$ cat config.mk
export PLATFORM = sky130hd
export DESIGN_NAME = video_byte_pixel_decoder
export DESIGN_NICKNAME = d
export VERILOG_FILES = /design/src/rtl/core/vbpd_pkg.sv /design/src/rtl/core/video_byte_pixel_decoder.sv
export SDC_FILE = /design/constraint.sdc
export NUM_CORES = 1
export LEC_CHECK = 0
export ABC_AREA = 1
export BUFFER_PORTS_ARGS = -buffer_cell sky130_fd_sc_hd__buf_2
export CAP_MARGIN = 0
export CORE_MARGIN = 3
export CORE_UTILIZATION = 51
export CTS_BUF_LIST = sky130_fd_sc_hd__clkbuf_8
export DETAILED_ROUTE_END_ITERATION = 10
export PLACE_DENSITY = 0.84
export SLEW_MARGIN = 20
export SYNTH_ARGS = -nofsm -noshare
export SYNTH_HDL_FRONTEND = slang
export SYNTH_SLANG_ARGS = --single-unit
$ cat constraint.sdc
create_clock -name clk_i -period 4.9 [get_ports clk_i]
set_input_delay 0.49 -clock clk_i [delete_from_list [all_inputs] [get_ports clk_i]]
set_output_delay 0.49 -clock clk_i [all_outputs]
set_load 0.1 [all_outputs]
$ cat src/rtl/core/vbpd_pkg.sv
package vbpd_pkg;

  // Number of ordinary palette entries. The two fixed palette-screen colors
  // sit right above them.
  localparam int unsigned PaletteColors = 16;

  localparam int unsigned ModeW  = 4;
  localparam int unsigned AddrW  = 13;
  localparam int unsigned ByteW  = 8;
  localparam int unsigned ColorW = 5;
  localparam int unsigned PairW  = 3;

  localparam logic [PairW-1:0] LastPair = PairW'(7);

  // Palette-screen color selection: color byte masked and compared.
  localparam logic [ByteW-1:0] PalSelMask  = 8'h78;
  localparam logic [ByteW-1:0] PalSelMatch = 8'h30;

  localparam logic [ColorW-1:0] PalColorA = ColorW'(PaletteColors);
  localparam logic [ColorW-1:0] PalColorB = ColorW'(PaletteColors + 1);

  typedef enum logic [ModeW-1:0] {
    MODE_COL40    = 4'd0,
    MODE_BITMAP4  = 4'd1,
    MODE_PAGE1    = 4'd2,
    MODE_PAGE2    = 4'd3,
    MODE_STACK2   = 4'd4,
    MODE_COL80    = 4'd5,
    MODE_STACK4   = 4'd6,
    MODE_BITMAP4B = 4'd7,
    MODE_BITMAP16 = 4'd8,
    MODE_PALETTE  = 4'd9
  } mode_e;

  typedef struct packed {
    logic [ModeW-1:0] mode;
    logic [AddrW-1:0] cell_addr;
    logic [ByteW-1:0] form_byte;
    logic [ByteW-1:0] color_byte;
  } cell_t;

  typedef struct packed {
    logic [ColorW-1:0] color_left;
    logic [ColorW-1:0] color_right;
    logic [PairW-1:0]  pair_index;
    logic              last_pair;
  } pair_t;

endpackage

$ cat src/rtl/core/video_byte_pixel_decoder.sv
// Pipeline: the first pixel pair of a cell passes the input register and then the result
// register before it appears on the result ports; the other seven follow one per cycle.
// Flow: a new cell word is taken while the eighth pair is built, so words follow back to
// back, paced by the single result port that carries one pair per cycle.
// Reset: rst_ni (asynchronous, active low) clears the control state and the split
// register; result_valid_o is low and busy_o is low after reset. No output stall.
module video_byte_pixel_decoder (
  input  logic                       clk_i,
  input  logic                       rst_ni,
  // Cell word command channel.
  input  logic                       start_i,
  output logic                       busy_o,
  input  vbpd_pkg::cell_t            cell_i,
  // Split address register write channel.
  input  logic                       cfg_valid_i,
  output logic                       cfg_ready_o,
  input  logic [vbpd_pkg::AddrW-1:0] cfg_data_i,
  // Pixel pair results, one cycle each.
  output logic                       result_valid_o,
  output vbpd_pkg::pair_t            result_o
);

  // The input register holds the current cell while its eight pairs are
  // produced. pair_q counts which pair is built in this cycle.
  vbpd_pkg::cell_t                   cell_q;
  logic                              cell_vld_q, cell_vld_d;
  logic [vbpd_pkg::PairW-1:0]        pair_q, pair_d;
  logic [vbpd_pkg::AddrW-1:0]        split_q;
  logic                              res_vld_q;
  vbpd_pkg::pair_t                   res_q, res_d;
  logic                              accept;

  // The block can take a new word when no cell is held, or when the held cell
  // is on its last pair: the new cell is loaded at the same edge at which the
  // last pair moves into the result register.
  assign busy_o      = cell_vld_q && (pair_q != vbpd_pkg::LastPair);
  assign accept      = start_i && !busy_o;
  assign cfg_ready_o = 1'b1;

  assign cell_vld_d = accept || (cell_vld_q && (pair_q != vbpd_pkg::LastPair));

  always_comb begin
    pair_d = pair_q;
    if (accept) begin
      pair_d = '0;
    end else if (cell_vld_q) begin
      pair_d = pair_q + 1'b1;
    end
  end

  always_ff @(posedge clk_i or negedge rst_ni) begin
    if (!rst_ni) begin
      cell_vld_q <= 1'b0;
      pair_q     <= '0;
      res_vld_q  <= 1'b0;
      split_q    <= '0;
    end else begin
      cell_vld_q <= cell_vld_d;
      pair_q     <= pair_d;
      res_vld_q  <= cell_vld_q;
      if (cfg_valid_i && cfg_ready_o) begin
        split_q <= cfg_data_i;
      end
    end
  end

  always_ff @(posedge clk_i) begin
    if (accept) begin
      cell_q <= cell_i;
    end
    if (cell_vld_q) begin
      res_q <= res_d;
    end
  end

  // Pair decode. The bit selections below are small picks indexed by the pair
  // counter; the palette split adds an address compare against split_q.
  logic [vbpd_pkg::ByteW-1:0]  f, c;
  logic [vbpd_pkg::ByteW-1:0]  half_src;
  logic [vbpd_pkg::PairW-1:0]  bit_sel;
  logic [1:0]                  quad_sel;
  logic                        f_bit, c_bit;
  logic                        hi_bit, lo_bit;
  logic                        pal_low;
  logic [vbpd_pkg::ColorW-1:0] fg, bg;
  logic [vbpd_pkg::ColorW-1:0] left, right;

  always_comb begin
    f        = cell_q.form_byte;
    c        = cell_q.color_byte;
    // Pixels run from the most significant bit down.
    bit_sel  = ~pair_q;
    f_bit    = f[bit_sel];
    c_bit    = c[bit_sel];
    // Pairs 0..3 draw from the form byte, pairs 4..7 from the color byte, in
    // the modes that split the cell into two-bit or four-bit fields.
    half_src = pair_q[2] ? c : f;
    quad_sel = ~pair_q[1:0];
    hi_bit   = half_src[{quad_sel, 1'b1}];
    lo_bit   = half_src[{quad_sel, 1'b0}];

    // Palette screen below the split draws the fixed colors; above it, and
    // for every code without a mode of its own, the 40-column colors apply.
    pal_low = (cell_q.mode == vbpd_pkg::MODE_PALETTE) && (cell_q.cell_addr < split_q);
    if (pal_low) begin
      if ((c & vbpd_pkg::PalSelMask) == vbpd_pkg::PalSelMatch) begin
        fg = vbpd_pkg::PalColorA;
        bg = vbpd_pkg::PalColorB;
      end else begin
        fg = vbpd_pkg::PalColorB;
        bg = vbpd_pkg::PalColorA;
      end
    end else begin
      fg = {1'b0, ~c[6], c[5:3]};
      bg = {1'b0, ~c[7], c[2:0]};
    end

    left  = f_bit ? fg : bg;
    right = left;
    unique case (cell_q.mode)
      vbpd_pkg::MODE_BITMAP4: begin
        left  = {3'b000, f_bit, c_bit};
        right = left;
      end
      vbpd_pkg::MODE_PAGE1: begin
        left  = {4'b0000, f_bit};
        right = left;
      end
      vbpd_pkg::MODE_PAGE2: begin
        left  = {3'b000, c_bit, 1'b0};
        right = left;
      end
      vbpd_pkg::MODE_STACK2: begin
        if (f_bit) begin
          left = 5'd1;
        end else if (c_bit) begin
          left = 5'd2;
        end else begin
          left = 5'd0;
        end
        right = left;
      end
      vbpd_pkg::MODE_COL80: begin
        left  = {4'b0000, hi_bit};
        right = {4'b0000, lo_bit};
      end
      vbpd_pkg::MODE_STACK4: begin
        // Four stacked planes; each plane bit covers two pairs.
        if (f[{1'b1, ~pair_q[2:1]}]) begin
          left = 5'd1;
        end else if (f[{1'b0, ~pair_q[2:1]}]) begin
          left = 5'd2;
        end else if (c[{1'b1, ~pair_q[2:1]}]) begin
          left = 5'd3;
        end else if (c[{1'b0, ~pair_q[2:1]}]) begin
          left = 5'd4;
        end else begin
          left = 5'd0;
        end
        right = left;
      end
      vbpd_pkg::MODE_BITMAP4B: begin
        left  = {3'b000, hi_bit, lo_bit};
        right = left;
      end
      vbpd_pkg::MODE_BITMAP16: begin
        left  = pair_q[1] ? {1'b0, half_src[3:0]} : {1'b0, half_src[7:4]};
        right = left;
      end
      default: begin
        left  = f_bit ? fg : bg;
        right = left;
      end
    endcase

    res_d.color_left  = left;
    res_d.color_right = right;
    res_d.pair_index  = pair_q;
    res_d.last_pair   = (pair_q == vbpd_pkg::LastPair);
  end

  assign result_valid_o = res_vld_q;
  assign result_o       = res_q;

endmodule

==> summary.md <==
| Metric | Value |
|---|---|
| Seq cells post-synth | 61 |
| Synth Warn # | 0 |
| Synth Area in XOR/XNOR | 0% |
| Post-Syn Nets | 413 |
| Total power | 2.357 mW |
| Sequential share of the synthesized area | 53.33% |
| Via count | 2486 |
| TritonCTS clock tree | built |
| Cell variety after synth | 32 |
| Initial antenna violation count | 0 |
| Post-Synth Simple-Gate Area | 21.00% |
| Mean Syn Cell Area | 9.357 µm² |
| Post-synthesis async set-or-reset flop share | 29.51% |
| Clock transition at path regs | 0.07 ns |
| Max transition margin | 51.38% |
| Adder-cell share of the synthesized area | 5.364% |
| CTS Buf Count | 9 |
| All-layer global routing usage | 19.42% |
| Syn Inst Count | 349 |
| CP Max Fanout | 16 |
| Iteration-0 DRC Markers | 214 |
| HP Class | in2async |
| Largest net degree at the start of global routing | 35 |
| Routed length per instance | 13.41 µm |
| # setup viols final | 0 |
| Worst path arrival time | 2.03 ns |
| Io pins | 67 |
| Routed wire length | 6582 µm |
| Mapped Area | 3266 µm² |
| Placed instance area | 3571 µm² |
| Largest family of logic cells by synthesized area | simple AND/OR/NAND/NOR gates |
| Die H | 86.02 µm |
| Clk sinks | 61 |
| Hpwl dp | 4948 µm |
| Kind of critical path | reg2out |
| Period minus WS final | 2.525 ns |
| Critical path's slowest cell | dfrtp_1 |
| Vias in the first global route | 2408 |
| First-pass GRT wire length | 11120 µm |
| Area share of the largest cell type after synthesis | 39.54% |
| Detail Route Antenna Nets | 0 |
| Worst setup SP type | flip-flop |
| DR vias/cell | 5.063 |
| Gpl congestion | 0.8949 |
| Drt drc | 0 |
| RSZ-0062 raised after global routing | no |
| Row count | 28 |
| Worst hold slack | 0.06799 ns |
| Post-layout nets | 476 |
| Die area | 7399 µm² |
| Synth area leader | edfxtp_1 |
| Clock Tree Buf Depth | 2 |
| Count leader, synth | nand2_1 |
| DRT Pass-1 Iters | 4 |
| Clock latency at the later pin of the worst-skew pair | 0.34 ns |
| Grt total ovfl | 0 |
| Design Area, Final | 3751 µm² |
| Post-CTS Setup Bufs | 0 |
| Initial core utilization | 53.88% |
| Critical-path cell list | ha_1 -> ha_1 -> nor2_1 -> buf_2 |
| Fin crit share | 51.52% |
| Setup TNS Final | 0 ns |
| Synth area leaders | edfxtp_1 40%, dfrtp_1 14%, nand2_1 9.5% |
| Top cells by instance count after synthesis | 83 x nand2_1, 45 x inv_1, 43 x edfxtp_1 |
| Final hold vios | 0 |
| Power density over cell area | 628.4 nW/µm² |
| Critical path's largest stage delay | 0.57 ns |
| Post-synthesis mux area share | 0% |
| Post-synth EDFFs | 43 |
| Fmax | 0.3961 GHz |
| Post-synth top flop | edfxtp_1 |
| Slew Viols, Final | 0 |
| Slew of the pin with the lowest slew margin | 0.7293 ns |
| CTS resizes | 0 |
| CP endpoint kind | primary output |
| Max Cap Viol | 0 |
| VDD IR max | 715.9 µV |
| Compound-Gate Fraction of Synth Area | 10.42% |
| Leakage Power | 1.786 nW |
| Cell mode on critical path | ha_1 |
| PortBufs | 65 |
| P&R area growth vs syn | 14.87% |
| H-tree depth | 3 |
| Die W | 86.02 µm |
| Setup Skew | 0.01038 ns |
| Outcome | finished clean |
| Proportion of layout cells with a drive suffix above 1 | 25.96% |
| Clock root buffer | clkbuf_8 |
| Required time of the critical path | 4.41 ns |
| Ant diodes | 0 |
| Core footprint | 6061 µm² |
| Hold Buf Count CTS | 0 |
==> worst max-delay path: cells and delay by family, from the launching register on <==
| kind | cells | cell delay [ns] |
|---|---|---|
| flip-flops | 1 | 0.57 |
| adder cells (fa/ha/maj) | 2 | 0.51 |
| buffers and inverters | 1 | 0.45 |
| AND/OR/NAND/NOR | 1 | 0.17 |
==> kinds of logic (layout without fill, tap and decap cells) <==
family                     Yosys count  count (layout)
AOI/OAI and AO/OA                   56              56
adders and majority gates           14              14
buffers and inverters               64             131
DFF                                 61              61
other                                1               1
and+or+nand+nor                    153             153
==> cells in the final DEF (no fill, tap or decap), types with 3 or more instances in the layout <==
cell type / instances
inv_1: 46
inv_2: 3
buf_2: 65
a21oi_1: 10
o211ai_1: 6
o21ai_0: 22
nand2_1: 83
a21oi_2: 3
o21ai_1: 8
ha_1: 14
o21ai_2: 5
clkbuf_8: 9
nor2_1: 17
edfxtp_1: 43
nand2_2: 4
dfrtp_1: 18
nand3_1: 33
clkinv_2: 3
nand3_2: 4
==> state kept, by name, summed over array words and instances, names as in the netlist <==
name / flops
cell_vld_q: 1
c: 8
split_q: 13
cell_q: 17
result_valid_o: 1
f: 8
result_o: 10
pair_q: 3
==> per-layer routing <==
metal	global-route usage (%)	wire length [µm]
met4	8.201	138
met2	29.01	2970
met1	26.82	3019
met5	0	0
met3	5.091	453
==> metrics by stage <==
stage          std cells  setup WS (ns)  utilization [%]
6_report             491          2.375            61.89
5_1_grt              491          2.235            61.89
4_1_cts              491          2.366            61.89
3_5_place_dp         476          2.734            58.92
3_3_place_gp         476          2.760            58.92
2_1_floorplan        349          1.275                -
==> path summary, 6_finish.rpt <==
kind,from,to,slack (ns),cells after the start
worst max-delay path,pair_q[0]$_DFFE_PN0P_,busy_o,2.38,4
worst min-delay path,rst_ni,split_q[12]$_DFFE_PN0P_,0.07,1
worst max register to register,pair_q[2]$_DFFE_PN0P_,pair_q[0]$_DFFE_PN0P_,2.78,7
worst min register to register,split_q[0]$_DFFE_PN0P_,split_q[0]$_DFFE_PN0P_,0.53,2
max in group asynchronous,rst_ni,pair_q[1]$_DFFE_PN0P_,4.53,1
min in group clk_i,cell_i[21],cell_q[21]$_DFFE_PP_,0.32,1
==> final cells by class <==
cell class / instances / area (µm²)
clock buffer: 9 / 123.9
clock inverter: 6 / 56.30
fill: 542 / 2310
inverter: 50 / 195.2
multi-input combinational: 224 / 1207
sequential: 61 / 1742
tap: 75 / 93.84
timing repair buffer: 66 / 332.8
==> power by group <==
group	total, mW	internal (mW)	switching [mW]
registers	0.816	0.697	0.119
logic	1.13	0.260	0.866
clock network	0.414	0.227	0.187
No activity file was read; power rests on OpenSTA's default activity.
